$ cat src/sv/iar_pkg.sv
`default_nettype none

package iar_pkg;

    // Field width of the value port; the converted width is a parameter below it
    localparam int VALUE_BITS        = 64;
    localparam int VALUE_WIDTH_DEF   = 64;

    // Decimal digits needed for any value up to 64 bits
    localparam int MAX_DIGITS        = 20;

    // Entries in the request queue between front and back
    localparam int QUEUE_DEPTH       = 2;

    localparam logic [6:0] CH_ZERO    = 7'h30;
    localparam logic [6:0] CH_UPPER_A = 7'h41;
    localparam logic [6:0] CH_LOWER_A = 7'h61;
    localparam logic [6:0] CH_MINUS   = 7'h2D;

    // Classification of one request, decided by the front
    typedef struct packed {
        logic neg;    // emit a leading minus sign
        logic hex;    // base sixteen
        logic upper;  // upper-case letters
    } t_flags;

    localparam int FLAGS_BITS = $bits(t_flags);

endpackage

`default_nettype wire

$ cat src/sv/iar_front.sv
`default_nettype none

module iar_front
    import iar_pkg::*;
#(
    parameter int VALUE_WIDTH = VALUE_WIDTH_DEF
) (
    input  wire logic [VALUE_BITS-1:0]  i_value,
    input  wire logic                   i_is_signed,
    input  wire logic                   i_radix_select,
    input  wire logic                   i_upper_case,
    output      logic [VALUE_WIDTH-1:0] o_mag,
    output      t_flags                 o_flags
);

    logic [VALUE_WIDTH-1:0] v;
    logic                   neg;

    // Drop bits above the converted width, then take the magnitude
    assign v   = i_value[VALUE_WIDTH-1:0];
    assign neg = i_is_signed & v[VALUE_WIDTH-1];

    assign o_mag         = neg ? (~v + {{(VALUE_WIDTH-1){1'b0}}, 1'b1}) : v;
    assign o_flags.neg   = neg;
    assign o_flags.hex   = i_radix_select;
    assign o_flags.upper = i_upper_case & ~i_is_signed;

endmodule

`default_nettype wire

$ cat src/sv/iar_queue.sv
`default_nettype none

module iar_queue
    import iar_pkg::*;
#(
    parameter int DATA_W = VALUE_WIDTH_DEF + FLAGS_BITS
) (
    input  wire logic              i_clk,
    input  wire logic              i_rst_n,
    input  wire logic              i_push,
    input  wire logic [DATA_W-1:0] i_wdata,
    output      logic              o_full,
    input  wire logic              i_pop,
    output      logic [DATA_W-1:0] o_rdata,
    output      logic              o_empty
);

    localparam int PTR_W = (QUEUE_DEPTH > 1) ? $clog2(QUEUE_DEPTH) : 1;
    localparam int CNT_W = $clog2(QUEUE_DEPTH + 1);

    logic [DATA_W-1:0] r_mem [QUEUE_DEPTH];
    logic [PTR_W-1:0]  r_wptr, n_wptr;
    logic [PTR_W-1:0]  r_rptr, n_rptr;
    logic [CNT_W-1:0]  r_cnt,  n_cnt;

    assign o_full  = (r_cnt == CNT_W'(QUEUE_DEPTH));
    assign o_empty = (r_cnt == '0);
    assign o_rdata = r_mem[r_rptr];

    always_comb begin
        n_wptr = r_wptr;
        n_rptr = r_rptr;
        n_cnt  = r_cnt;
        if (i_push) begin
            n_wptr = (r_wptr == PTR_W'(QUEUE_DEPTH - 1)) ? '0 : r_wptr + 1'b1;
        end
        if (i_pop) begin
            n_rptr = (r_rptr == PTR_W'(QUEUE_DEPTH - 1)) ? '0 : r_rptr + 1'b1;
        end
        if (i_push && !i_pop) begin
            n_cnt = r_cnt + 1'b1;
        end else if (!i_push && i_pop) begin
            n_cnt = r_cnt - 1'b1;
        end
    end

    always_ff @(posedge i_clk) begin
        if (!i_rst_n) begin
            r_wptr <= '0;
            r_rptr <= '0;
            r_cnt  <= '0;
        end else begin
            r_wptr <= n_wptr;
            r_rptr <= n_rptr;
            r_cnt  <= n_cnt;
        end
    end

    always_ff @(posedge i_clk) begin
        if (i_push) begin
            r_mem[r_wptr] <= i_wdata;
        end
    end

endmodule

`default_nettype wire

$ cat src/sv/iar_back.sv
`default_nettype none

module iar_back
    import iar_pkg::*;
#(
    parameter int VALUE_WIDTH = VALUE_WIDTH_DEF
) (
    input  wire logic                   i_clk,
    input  wire logic                   i_rst_n,
    input  wire logic                   i_empty,
    input  wire logic [VALUE_WIDTH-1:0] i_mag,
    input  wire t_flags                 i_flags,
    output      logic                   o_pop,
    output      logic                   o_out_valid,
    input  wire logic                   i_out_ready,
    output      logic [6:0]             o_ascii_char,
    output      logic                   o_last_char
);

    localparam int BCD_W = 4 * MAX_DIGITS;
    localparam int BIT_W = $clog2(VALUE_WIDTH);
    localparam int CNT_W = $clog2(MAX_DIGITS + 1);

    localparam logic [2:0] ST_IDLE = 3'd0;
    localparam logic [2:0] ST_CONV = 3'd1;
    localparam logic [2:0] ST_SKIP = 3'd2;
    localparam logic [2:0] ST_SIGN = 3'd3;
    localparam logic [2:0] ST_EMIT = 3'd4;

    logic [2:0]             r_state, n_state;
    logic [BCD_W-1:0]       r_bcd,   n_bcd;
    logic [VALUE_WIDTH-1:0] r_mag,   n_mag;
    logic [BIT_W-1:0]       r_bit,   n_bit;
    logic [CNT_W-1:0]       r_cnt,   n_cnt;
    logic                   r_neg,   n_neg;
    logic                   r_upper, n_upper;
    logic                   r_ovld,  n_ovld;
    logic [6:0]             r_char,  n_char;
    logic                   r_last,  n_last;

    logic [BCD_W-1:0]       adj;
    logic [3:0]             top;
    logic                   slot_free;

    function automatic logic [6:0] digit_char(input logic [3:0] d, input logic upper);
        logic [6:0] base;
        base = upper ? CH_UPPER_A : CH_LOWER_A;
        if (d < 4'd10) begin
            digit_char = CH_ZERO + {3'b000, d};
        end else begin
            digit_char = base + {3'b000, d} - 7'd10;
        end
    endfunction

    // Add three to every BCD digit of five or more before the next shift
    always_comb begin
        for (int k = 0; k < MAX_DIGITS; k++) begin
            adj[4*k +: 4] = (r_bcd[4*k +: 4] >= 4'd5) ? r_bcd[4*k +: 4] + 4'd3
                                                      : r_bcd[4*k +: 4];
        end
    end

    assign top       = r_bcd[BCD_W-1 -: 4];
    assign slot_free = !r_ovld || i_out_ready;

    always_comb begin
        n_state = r_state;
        n_bcd   = r_bcd;
        n_mag   = r_mag;
        n_bit   = r_bit;
        n_cnt   = r_cnt;
        n_neg   = r_neg;
        n_upper = r_upper;
        n_ovld  = r_ovld && !i_out_ready;
        n_char  = r_char;
        n_last  = r_last;
        o_pop   = 1'b0;

        unique case (r_state)
            ST_IDLE: begin
                if (!i_empty) begin
                    o_pop   = 1'b1;
                    n_neg   = i_flags.neg;
                    n_upper = i_flags.upper;
                    n_cnt   = CNT_W'(MAX_DIGITS);
                    n_mag   = i_mag;
                    n_bit   = BIT_W'(VALUE_WIDTH - 1);
                    if (i_flags.hex) begin
                        n_bcd   = {{(BCD_W-VALUE_WIDTH){1'b0}}, i_mag};
                        n_state = ST_SKIP;
                    end else begin
                        n_bcd   = '0;
                        n_state = ST_CONV;
                    end
                end
            end
            ST_CONV: begin
                n_bcd = {adj[BCD_W-2:0], r_mag[VALUE_WIDTH-1]};
                n_mag = {r_mag[VALUE_WIDTH-2:0], 1'b0};
                n_bit = r_bit - 1'b1;
                if (r_bit == '0) begin
                    n_state = ST_SKIP;
                end
            end
            ST_SKIP: begin
                if (top == 4'd0 && r_cnt != CNT_W'(1)) begin
                    n_bcd = {r_bcd[BCD_W-5:0], 4'd0};
                    n_cnt = r_cnt - 1'b1;
                end else begin
                    n_state = r_neg ? ST_SIGN : ST_EMIT;
                end
            end
            ST_SIGN: begin
                if (slot_free) begin
                    n_ovld  = 1'b1;
                    n_char  = CH_MINUS;
                    n_last  = 1'b0;
                    n_state = ST_EMIT;
                end
            end
            ST_EMIT: begin
                if (slot_free) begin
                    n_ovld = 1'b1;
                    n_char = digit_char(top, r_upper);
                    n_last = (r_cnt == CNT_W'(1));
                    n_bcd  = {r_bcd[BCD_W-5:0], 4'd0};
                    n_cnt  = r_cnt - 1'b1;
                    if (r_cnt == CNT_W'(1)) begin
                        n_state = ST_IDLE;
                    end
                end
            end
            default: begin
                n_state = ST_IDLE;
            end
        endcase
    end

    always_ff @(posedge i_clk) begin
        if (!i_rst_n) begin
            r_state <= ST_IDLE;
            r_ovld  <= 1'b0;
        end else begin
            r_state <= n_state;
            r_ovld  <= n_ovld;
        end
    end

    always_ff @(posedge i_clk) begin
        r_bcd   <= n_bcd;
        r_mag   <= n_mag;
        r_bit   <= n_bit;
        r_cnt   <= n_cnt;
        r_neg   <= n_neg;
        r_upper <= n_upper;
        r_char  <= n_char;
        r_last  <= n_last;
    end

    assign o_out_valid  = r_ovld;
    assign o_ascii_char = r_char;
    assign o_last_char  = r_last;

endmodule

`default_nettype wire

$ cat src/sv/integer_to_ascii_radix.sv
`default_nettype none

// Channel   Direction  Handshake                 Payload
// request   in         i_in_valid / o_in_ready   i_value, i_is_signed, i_radix_select, i_upper_case
// character out        o_out_valid / i_out_ready o_ascii_char, o_last_char
//
// Each request leaves the queue, then runs through bit-serial double dabble over all
// VALUE_WIDTH bits when decimal (hex loads its nibbles at once), then drops leading
// zeros (at most MAX_DIGITS-1), then emits its characters, minus sign included,
// while the output register is free.
// Reset (synchronous, active low) empties the request queue and the output register.
// The two-entry queue keeps accepting requests while the back end converts or the
// character sink stalls; o_in_ready falls only when the queue is full.

module integer_to_ascii_radix
    import iar_pkg::*;
#(
    parameter int VALUE_WIDTH = VALUE_WIDTH_DEF
) (
    input  wire logic                  i_clk,
    input  wire logic                  i_rst_n,
    input  wire logic                  i_in_valid,
    output      logic                  o_in_ready,
    input  wire logic [VALUE_BITS-1:0] i_value,
    input  wire logic                  i_is_signed,
    input  wire logic                  i_radix_select,
    input  wire logic                  i_upper_case,
    output      logic                  o_out_valid,
    input  wire logic                  i_out_ready,
    output      logic [6:0]            o_ascii_char,
    output      logic                  o_last_char
);

    localparam int Q_W = VALUE_WIDTH + FLAGS_BITS;

    logic [VALUE_WIDTH-1:0] front_mag;
    t_flags                 front_flags;
    logic                   q_full;
    logic                   q_empty;
    logic                   q_pop;
    logic [Q_W-1:0]         q_rdata;
    logic                   push;
    t_flags                 back_flags;

    // Classify the request: mask to width, take magnitude, pick letter case
    iar_front #(
        .VALUE_WIDTH (VALUE_WIDTH)
    ) u_front (
        .i_value        (i_value),
        .i_is_signed    (i_is_signed),
        .i_radix_select (i_radix_select),
        .i_upper_case   (i_upper_case),
        .o_mag          (front_mag),
        .o_flags        (front_flags)
    );

    // Accept whenever the queue has room
    assign o_in_ready = !q_full;
    assign push       = i_in_valid && !q_full;

    iar_queue #(
        .DATA_W (Q_W)
    ) u_queue (
        .i_clk   (i_clk),
        .i_rst_n (i_rst_n),
        .i_push  (push),
        .i_wdata ({front_flags, front_mag}),
        .o_full  (q_full),
        .i_pop   (q_pop),
        .o_rdata (q_rdata),
        .o_empty (q_empty)
    );

    assign back_flags = t_flags'(q_rdata[Q_W-1:VALUE_WIDTH]);

    // Convert and stream characters, most significant digit first
    iar_back #(
        .VALUE_WIDTH (VALUE_WIDTH)
    ) u_back (
        .i_clk        (i_clk),
        .i_rst_n      (i_rst_n),
        .i_empty      (q_empty),
        .i_mag        (q_rdata[VALUE_WIDTH-1:0]),
        .i_flags      (back_flags),
        .o_pop        (q_pop),
        .o_out_valid  (o_out_valid),
        .i_out_ready  (i_out_ready),
        .o_ascii_char (o_ascii_char),
        .o_last_char  (o_last_char)
    );

endmodule

`default_nettype wire
$ cat config.mk
export PLATFORM = sky130hd
export DESIGN_NAME = integer_to_ascii_radix
export DESIGN_NICKNAME = d
export VERILOG_FILES = /design/src/sv/iar_pkg.sv /design/src/sv/iar_front.sv /design/src/sv/iar_queue.sv /design/src/sv/iar_back.sv /design/src/sv/integer_to_ascii_radix.sv
export SDC_FILE = /design/constraint.sdc
export NUM_CORES = 1
export LEC_CHECK = 0
export ABC_AREA = 1
export ABC_CLOCK_PERIOD_IN_PS = 6000
export BUFFER_PORTS_ARGS = -buffer_cell sky130_fd_sc_hd__buf_2
export CAP_MARGIN = 20
export CORE_MARGIN = 2
export CORE_UTILIZATION = 40
export CTS_BUF_LIST = sky130_fd_sc_hd__clkbuf_16
export DETAILED_ROUTE_END_ITERATION = 8
export GPL_ROUTABILITY_DRIVEN = 1
export SETUP_SLACK_MARGIN = 0.5
export SLEW_MARGIN = 20
export SYNTH_ARGS = -nofsm -noshare
export SYNTH_HDL_FRONTEND = slang
export SYNTH_SLANG_ARGS = --single-unit
$ cat constraint.sdc
create_clock -name i_clk -period 6 [get_ports i_clk]
set_input_delay 0.6 -clock i_clk [delete_from_list [all_inputs] [get_ports i_clk]]
set_output_delay 0.6 -clock i_clk [all_outputs]
set_load 0.1 [all_outputs]
==> results of run 1 <==
==> layout by cell type, fill, tap and decap left out, drive strengths merged, types with 3 or more instances in the layout <==
cell	count
xnor2	23
inv	239
nand3	54
nand2	512
xor2	31
clkinv	13
o21ai	147
edfxtp	299
o211ai	47
nand3b	6
o22ai	4
o221ai	60
buf	91
nor2	187
bufinv	3
a21oi	77
clkbuf	36
nand4	9
mux2	5
ha	46
dfxtp	9
==> critical path, delay by kind of cell, from the launching register on <==
family                 cells  cell delay [ns]
AND/OR/NAND/NOR            4             1.26
buffers and inverters      1             0.71
AO/OA/AOI/OAI              1             0.16
flip-flops                 1             0.38
==> final cells by class <==
type	instances	area [um^2]
multi-input cells	1219	6660
repair buffers	91	483
flip-flops and latches	308	9160
fillers	3978	23000
clock inverters	28	228
well taps	539	674
clock buffers	36	901
inverters	229	860
==> per-stage QoR <==
stage	std cells	power [mW]	hold WS (ns)
after floorplan	1816	6.90	0.425
after global placement	2386	7.71	0.432
after detailed placement	2386	7.83	0.429
after CTS	2450	9.95	0.227
after global routing	2450	10.6	0.236
final	2450	9.86	0.259
==> worst max path at each step <==
stage                     slack, ns              endpoint              start
after floorplan                1.17       u_back.r_bcd[0]    u_back.r_cnt[0]
after global placement         2.90  u_queue.r_mem[0][53]        i_is_signed
after detailed placement       2.84  u_queue.r_mem[1][53]        i_is_signed
after CTS                      2.98      u_back.r_bcd[37]  u_back.r_state[0]
after global routing           2.74      u_back.r_mag[42]  u_back.r_state[0]
final                          3.04      u_back.r_bcd[36]  u_back.r_state[0]
==> sequential cells by signal, indices dropped and copies added (netlist names), named ones only <==
name                 flops
u_back.r_neg             1
u_back.o_out_valid       1
u_back.r_bcd            80
u_back.r_cnt             5
u_queue.r_cnt            2
u_back.r_upper           1
u_queue.r_mem          134
u_back.r_state           3
u_back.o_ascii_char      7
u_back.o_last_char       1
u_back.r_mag            64
u_back.r_bit             6
u_queue.r_wptr           1
u_queue.r_rptr           1
==> per-layer routing <==
metal  up-vias  global-route usage [%]  part of all wire, %
met2       327                    29.3                   45
met3        53                    2.22                  5.0
met4         0                    5.75                  2.2
met5         -                       0                    0
met1      5926                    26.4                   48
li1       6288                       -                    -
==> kinds of logic (layout without fill, tap and decap cells) <==
group | count (synthesis) | count (layout) | share of synthesized area, %
and+or+nand+nor | 775 | 775 | 18.1
AOI/OAI and AO/OA | 339 | 339 | 14.4
DFF | 308 | 308 | 53.9
buffers and inverters | 289 | 384 | 7.03
xor gates and xnor gates | 54 | 54 | 2.79
adders and majority gates | 46 | 46 | 3.39
muxes | 5 | 5 | 0.332
==> power by group <==
part | total (mW) | switching, mW | internal [mW]
clock network | 2.08 | 0.854 | 1.23
registers | 4.03 | 0.418 | 3.61
logic | 3.75 | 2.66 | 1.09
total | 9.86 | 3.93 | 5.93
==> results.yml, run 1 <==
outcome:
  status: "finished, final reports clean"
finish:
  final_util_pct: 45.2
  drive_above_1_share_pct: 11.8
  antenna_cells: 0
  nets: 2001
  fin_area_um2: 19000
  syn_to_final_growth_pct: 11.7
yosys:
  synth_area_leaders: "edfxtp_1, nand2_1, o221ai_2"
  synth_top_area_share_pct: 52.9
  yosysMostFrequentCell: "nand2_1"
  synth.distinct_cells: 41
  syn-num-nets: 1933
  netlist_top_cells_count: "nand2_1, edfxtp_1, inv_1, nor2_1, o21ai_0"
  synth.avg_cell_area_um2: 9.35
  synth_top_area_cell: "edfxtp_1"
  syn_area_um2: 17000
  synthFlopType: "edfxtp_1"
  ys_async_sr_fraction_pct: 0
  ys_seq_area_share_pct: 53.9
  yosysWarningCount: 0
  postSynthCellCount: 1816
  synth_seq_cells: 308
  synth_edf_count: 299
cts:
  cts_num_sinks: 308
  postCtsSetupBuffers: 0
  hold_buffers: 0
  cts_tree: "done"
  cts-htree-levels: 2
  clk-insertion-delay-late_ns: 0.53
  cts_buffers: 35
  clkTransAtPathRegs_ns: 0.06
  cts_root_buf: "clkbuf_16"
  clock_path_buffers: 3
  post_cts_resized: 0
grt:
  antenna_found_initial: 0
  grt_usage_pct: 18.4
  grt_max_degree: 102
  overflow: 0
  grt_pass1_vias: 12200
  grt_pass1_wl_mm: 65.0
timing:
  setup_violations: 0
  maxSlewHeadroom_pct: 32.5
  finalCriticalPeriod_ns: 2.96
  finalCritPeriodShare_pct: 49.3
  hold_viol: 0
  worst_clock_skew_ns: 0.0228
  final_max_slew_viol_count: 0
  fin_setup_tns_ns: 0
  setup_slack_ns: 3.04
  rsz0062_at_grt: "false"
  tightest_slew_ns: 1.01
  fmax_ghz: 0.338
min_path:
  hp-class: "primary input to flop"
  hold-path-endpoint: "u_queue.r_mem[0][65]"
  holdPathStages: 1
  worstHoldStart: "i_radix_select"
drt:
  drc: 0
  wirelength_mm: 40.4
  post_drt_wl_per_cell_um: 16.5
  initialDrtViolationCount: 815
  vias: 12600
  via_per_inst: 5.14
  first_pass_iters: 5
  ant_nets: 0
setup_path:
  crit_chain: "nor2_1 > nand2_2 > nand2_4 > o22ai_1 > nor2_4 > buf_4"
  r2r_setup_slack_ns: 3.04
  start_kind: "flop"
  worst-path-max-fanout: 53
  r2r-end: "u_back.r_bcd[36]"
  max_stage_delay_ns: 0.71
  crit_slowest_cell: "buf_4"
  critPathArrivalTime_ns: 3.11
  rr_startpoint: "u_back.r_state[0]"
  cp.required_ns: 6.15
  cp-end-kind: "flop"
  r2r_cells: 6
  path_class: "flop to flop"
floorplan:
  die_y_um: 210
  die_w_um: 210
  start_util_pct: 40.5
  io-pin-count: 81
  rows: 75
  core_area_um2: 41900
  dieArea_um2: 44100
job:
  drv_cap: 0
pwr:
  ir_drop_mv: 0.265
  p_per_area_nw_per_um2: 520
  p_leak_nw: 7.47
placed_design:
  dpl_cell_area_um2: 17800
  post-place-ws_ns: 2.84
  port_buffers: 80
  hpwl_mm: 28.6
  gp_congestion: 0.902
(Power assumes the default switching activity.)
==> run 2: changes to the inputs <==
Settings changed: ABC_CLOCK_PERIOD_IN_PS 6000 to 2500.
Clock period 6 ns to 2.5 ns, I/O delays scaled along.
==> run 2 against run 1 <==
  * Worst setup slack lost 2.5 ns
  * Flip-flop and latch count unchanged
  * Global-route usage shrank 0.35 points
  * First-iteration DRC count up 30%
  * Clock skew decreased by 0.0056 ns
  * Non-clock buffer count up 22
  * Via count increased by 0.42%
  * Cell area is 2.2% higher
  * Register-to-register slack worse by 2.5 ns
  * Critical path type unchanged
  * Critical endpoint is now u_back.r_bcd[47]
  * Largest cell class unchanged
  * Highest routed layer unchanged
==> results.yml, run 2 (synthesis gave the netlist of run 1 again) <==
grt:
  grt_pass1_wl_mm: 63.6
  grt_usage_pct: 18.1
  antenna_found_initial: 0
  grt_max_degree: 76
  grt_pass1_vias: 12000
  overflow: 0
drt:
  post_drt_wl_per_cell_um: 16.1
  wirelength_mm: 39.8
  vias: 12600
  first_pass_iters: 5
  ant_nets: 0
  drc: 0
  via_per_inst: 5.12
  initialDrtViolationCount: 1060
pwr:
  total_power_mw: 24.5
  switchingPower_mw: 9.56
  p_leak_nw: 7.64
  sw_frac_of_total_pct: 39.0
  ir_drop_mv: 0.795
  pwr-share-clk_pct: 20.6
  internal-power_mw: 14.9
  seq_power_share_pct: 39.5
  p_per_area_nw_per_um2: 1260
  combPwrFrac_pct: 39.9
timing:
  final_max_slew_viol_count: 0
  maxSlewHeadroom_pct: 50.4
  fmax_ghz: 0.524
  rsz0062_at_grt: "true"
  fin_setup_tns_ns: 0
  worst_clock_skew_ns: 0.0172
  hold_viol: 0
  hold_slack_ns: 0.0251
  tightest_slew_ns: 0.743
  finalCritPeriodShare_pct: 76.3
  setup_slack_ns: 0.592
  setup_violations: 0
  finalCriticalPeriod_ns: 1.91
finish:
  nets: 2023
  largest_reg_flops: 134
  antenna_cells: 0
  largest_register: "u_queue.r_mem"
  syn_to_final_growth_pct: 14.2
  drive_above_1_share_pct: 13.3
  reg.largest.list: "u_queue.r_mem (134), u_back.r_bcd (80), u_back.r_mag (64)"
  final_common_cell: "nand2_1"
  layout_common_cells: "nand2_1, edfxtp_1, inv_1"
  fin_area_um2: 19400
setup_path:
  cp.required_ns: 2.74
  critPathArrivalTime_ns: 2.15
  r2r_setup_slack_ns: 0.59
  cp-end-kind: "flop"
  crit_end: "u_back.r_bcd[47]"
  r2r-end: "u_back.r_bcd[47]"
  start_kind: "flop"
  r2r_cells: 4
  worst-path-max-fanout: 64
  path_class: "flop to flop"
cts:
  cts-htree-levels: 2
  clk-insertion-delay-late_ns: 0.52
  cts_tree: "done"
  clock_path_buffers: 3
  cts_buffers: 35
  cts_root_buf: "clkbuf_16"
  clkTransAtPathRegs_ns: 0.06
  cts_num_sinks: 308
outcome:
  status: "finished, final reports clean"
placed_design:
  gp_congestion: 0.946
  dpl_cell_area_um2: 18200
  port_buffers: 80
  post-place-ws_ns: 0.342
  hpwl_mm: 28.8
floorplan:
  die_w_um: 210
  die_y_um: 210
  core_area_um2: 41900
  start_util_pct: 40.5
  io-pin-count: 81
  dieArea_um2: 44100
  rows: 75
min_path:
  hp-class: "primary input to flop"
  holdPathStages: 3
job:
  drv_cap: 0
[run 2: changes by cell type in the layout (fill, tap and decap cells not counted), sizes merged]
| cell | previous run | this run |
|---|---|---|
| clkbuf | 36 | 37 |
| bufinv | 3 | 4 |
| buf | 91 | 111 |
| inv | 239 | 233 |
| clkinv | 13 | 14 |
| dlygate4sd3 | 0 | 2 |
[run 2: what timing repair did]
item                                    CTS  global route
resized for setup                         2             6
gates cloned                              0             0
endpoints found under the setup margin  145           113
hold buffers                              2             0
endpoints found under the hold margin     4             0
setup buffers                             2             2
pin swaps                                 1             2
[run 2: how the worst min path moves through the flow]
stage | start | end | slack (ns)
finish | i_rst_n | u_back.r_state[1] | 0.03
global route | i_rst_n | u_back.r_state[0] | 0.02
CTS | i_rst_n | u_back.r_state[1] | 0.006
detailed placement | u_queue.r_rptr | flop | 0.44
global placement | i_radix_select | u_queue.r_mem[1][65] | 0.44
floorplan | i_value[0] | u_queue.r_mem[0][0] | 0.35
[run 2: cell type report]
cell class / count / area (um^2)
timing repair buffer: 113 / 816
clock buffer: 37 / 926
fill: 3906 / 22600
tap: 539 / 674
inverter: 229 / 862
sequential: 308 / 9170
multi-input combinational: 1219 / 6740
clock inverter: 24 / 206
[run 2: critical path: stages (launching register included)]
cell	delay (ns)
dfxtp_4	0.43
o21ai_0	0.41
or2_4	0.21
buf_12	0.33
o221ai_2	0.15
[run 2: power by group through the flow]
stage                     clock network [mW]  registers (mW)  logic, mW
after floorplan                            0            9.63       6.87
after global placement                     0            9.68       9.36
after detailed placement                   0            9.74       9.59
after global routing                    5.38            9.87       10.9
after CTS                               5.18            9.65       9.76
final                                   5.05            9.66       9.76
[run 2: per-stage QoR]
step / std cells / utilization (%)
2_1_floorplan: 1816 / -
3_3_place_gp: 2402 / 43.3
6_report: 2469 / 46.2
3_5_place_dp: 2402 / 43.3
5_1_grt: 2469 / 46.2
4_1_cts: 2467 / 46.2
[run 2: metal layers]
layer / vias up / share of wire, % / GRT usage [%]
li1: 6337 / - / -
met1: 5935 / 47 / 25.7
met2: 303 / 45 / 28.8
met3: 72 / 4.6 / 2.04
met4: 0 / 2.9 / 6.24
met5: - / 0 / 0
==> run 3: changes to the inputs <==
Settings changed: ABC_AREA 1 to 0, ABC_CLOCK_PERIOD_IN_PS 2500 to 2000.
Clock period 2.5 ns to 2 ns, I/O delays scaled along.
==> run 3 against run 2 <==
  * The flow now finishes with violations (setup timing)
  * First-iteration DRC count is 2.4% higher
  * Non-clock buffer count is 268 higher
  * Die area is 7.8% lower
  * Combinational power is 99% higher
  * Register-to-register slack worse by 0.68 ns
  * Global-route usage is 1.4 points higher
  * Clock power is 19% higher
  * Final cell count is 9.4% lower
  * Critical path depth is 4 higher
  * Cell area is 22% higher
  * Critical endpoint is now u_back.r_bcd[42]
  * Synthesized cell count is 26% lower
  * Sequential power is 28% higher
==> results.yml, run 3 <==
cts:
  cts_tree: "done"
  cts_num_sinks: 308
  clkTransAtPathRegs_ns: 0.06
  cts_buffers: 35
  clk-insertion-delay-late_ns: 0.53
  clock_path_buffers: 3
  cts-htree-levels: 2
  cts_root_buf: "clkbuf_16"
timing:
  fmax_ghz: 0.479
  tightest_slew_ns: 0.703
  setup_slack_ns: -0.0887
  maxSlewHeadroom_pct: 52.8
  setup_violations: 82
  finalCritPeriodShare_pct: 104
  finalCriticalPeriod_ns: 2.09
  final_max_slew_viol_count: 0
  hold_viol: 0
  worst_clock_skew_ns: 0.0106
  rsz0062_at_grt: "true"
yosys:
  synth_seq_cells: 308
  synth-compound-area-share_pct: 13.3
  syn-num-nets: 1456
  synthAdderAreaFrac_pct: 3.68
  synth.avg_cell_area_um2: 11.7
  ys_async_sr_fraction_pct: 0
  synth_top_area_cell: "edfxtp_1"
  ys_seq_area_share_pct: 58.6
  postSynthCellCount: 1339
  yosysMostFrequentCell: "edfxtp_1"
  syn_area_um2: 15600
  synth_top_family_by_area: "compound AO/OA/AOI/OAI gates"
  synth_area_leaders: "edfxtp_1, a21oi_1, mux2i_1"
  synth_mux_area_share_pct: 4.32
  yosysWarningCount: 0
  synth_simple_gate_area_share_pct: 11.7
  synth_edf_count: 299
  synth.distinct_cells: 58
  synth_xor_area_share_pct: 5.27
  netlist_top_cells_count: "edfxtp_1, a21oi_1, nor2_1, nand2_1, mux2i_1"
  synth_top_area_share_pct: 57.5
  synthFlopType: "edfxtp_1"
placed_design:
  gp_congestion: 0.797
  post-place-ws_ns: -0.255
  port_buffers: 80
  hpwl_mm: 23.8
setup_path:
  start_kind: "flop"
  critPathArrivalTime_ns: 2.37
  r2r_cells: 8
  worst-path-max-fanout: 12
  path_class: "flop to flop"
  cp.required_ns: 2.28
  cp-end-kind: "flop"
finish:
  nets: 1813
  antenna_cells: 0
  drive_above_1_share_pct: 44.8
  largest_reg_flops: 134
  final_common_cell: "edfxtp_1"
  largest_register: "u_queue.r_mem"
  layout_common_cells: "edfxtp_1, buf_4, nand2_1"
  syn_to_final_growth_pct: 52.0
  reg.largest.list: "u_queue.r_mem (134), u_back.r_bcd (80), u_back.r_mag (64)"
grt:
  grt_pass1_wl_mm: 63.0
  grt_pass1_vias: 11700
  antenna_found_initial: 0
  grt_usage_pct: 19.5
  overflow: 0
  grt_max_degree: 68
floorplan:
  die_w_um: 202
  rows: 72
  core_area_um2: 38600
  dieArea_um2: 40700
  die_y_um: 202
  io-pin-count: 81
  start_util_pct: 40.5
drt:
  post_drt_wl_per_cell_um: 20.5
  drc: 0
  first_pass_iters: 5
  via_per_inst: 5.58
  wirelength_mm: 45.9
  ant_nets: 0
  vias: 12500
  initialDrtViolationCount: 1085
job:
  drv_cap: 0
outcome:
  status: "finished with violations"
  violations: "setup timing"
min_path:
  hp-class: "primary input to flop"
  holdPathStages: 2
pwr:
  p_leak_nw: 8.51
  ir_drop_mv: 0.825
  total_power_mw: 37.9
  p_per_area_nw_per_um2: 1590
[run 3: cell types whose count changed after synthesis, sizes merged, moves of 24 or more]
cell    previous run  this run
nand3             54         6
a21oi             77       150
o21ai            147        57
nand2            512        95
clkbuf            19        52
a31oi              0        24
o211ai            47         0
inv              229        59
nor3b              0        36
buf               41        10
mux2i              0        64
nor2             187       121
nand2b             0        28
xnor2             23        51
[run 3: area by class of cell]
| cell class | instances | area, um^2 |
|---|---|---|
| Clock inverter | 22 | 126 |
| Inverter | 59 | 236 |
| Timing Repair Buffer | 381 | 4340 |
| Tap cell | 518 | 648 |
| Fill cell | 2839 | 14800 |
| Multi-Input combinational cell | 911 | 8290 |
| Sequential cell | 308 | 9180 |
| Clock buffer | 37 | 926 |
[run 3: worst max-delay path: stages, from the launching register on]
cell and delay [ns]:
edfxtp_1 0.40, inv_2 0.10, ha_4 0.11, or4b_4 0.45
nand4_1 0.12, o21a_1 0.16, o221ai_4 0.15, buf_4 0.18
buf_12 0.15
[run 3: logic make-up after synthesis]
| family | after synthesis |
|---|---|
| AO/OA/AOI/OAI | 337 |
| XOR/XNOR | 94 |
| adder cells (fa/ha/maj) | 46 |
| buffers and inverters | 121 |
| flip-flops | 308 |
| multiplexers | 67 |
| AND/OR/NAND/NOR | 366 |
[run 3: per-stage QoR]
step                      instances  utilization (%)  TNS, ns  hold WS (ns)  instance area, um^2
after global routing           2236             61.6   -10.96        0.0136                23700
after floorplan                1339                -   -91.88         0.299                16100
final                          2236             61.6    -5.76        0.0148                23700
after CTS                      2138             54.7    -2.26        0.0112                21100
after global placement         1999             46.8   -13.62         0.392                18000
after detailed placement       1999             46.8   -17.63         0.392                18000
[run 3: what timing repair did]
item / in CTS / in global routing
setup endpoints to repair: 507 / 556
hold endpoints to repair: 11 / 2
gates cloned: 25 / 28
pin swaps: 82 / 93
hold buffers: 4 / 1
resized for setup: 221 / 315
setup buffers: 51 / 69
[run 3: report_power, final]
| part | leakage, nW | switching [mW] | internal, mW |
|---|---|---|---|
| registers | 2.89 | 1.89 | 10.5 |
| logic | 5.08 | 9.77 | 9.64 |
| clock network | 0.534 | 2.55 | 3.46 |
[run 3: worst paths after layout]
| path | start | to | slack (ns) |
|---|---|---|---|
| max | u_back.r_cnt[1] | u_back.r_bcd[42] | -0.09 |
| min | i_value[29] | u_queue.r_mem[1][29] | 0.01 |
| max reg2reg | u_back.r_cnt[1] | u_back.r_bcd[42] | -0.09 |
| min reg2reg | u_back.r_mag[63] | u_back.r_bcd[0] | 0.54 |
[run 3: metal layers]
layer	track usage, %	vias up	wire [um]	part of all wire, %
met5	0	-	0	0
met4	7.64	0	1560	3.4
met3	2.88	99	2280	5.0
met2	32.5	393	23000	50
met1	25.7	6216	19100	42
li1	-	5765	-	-
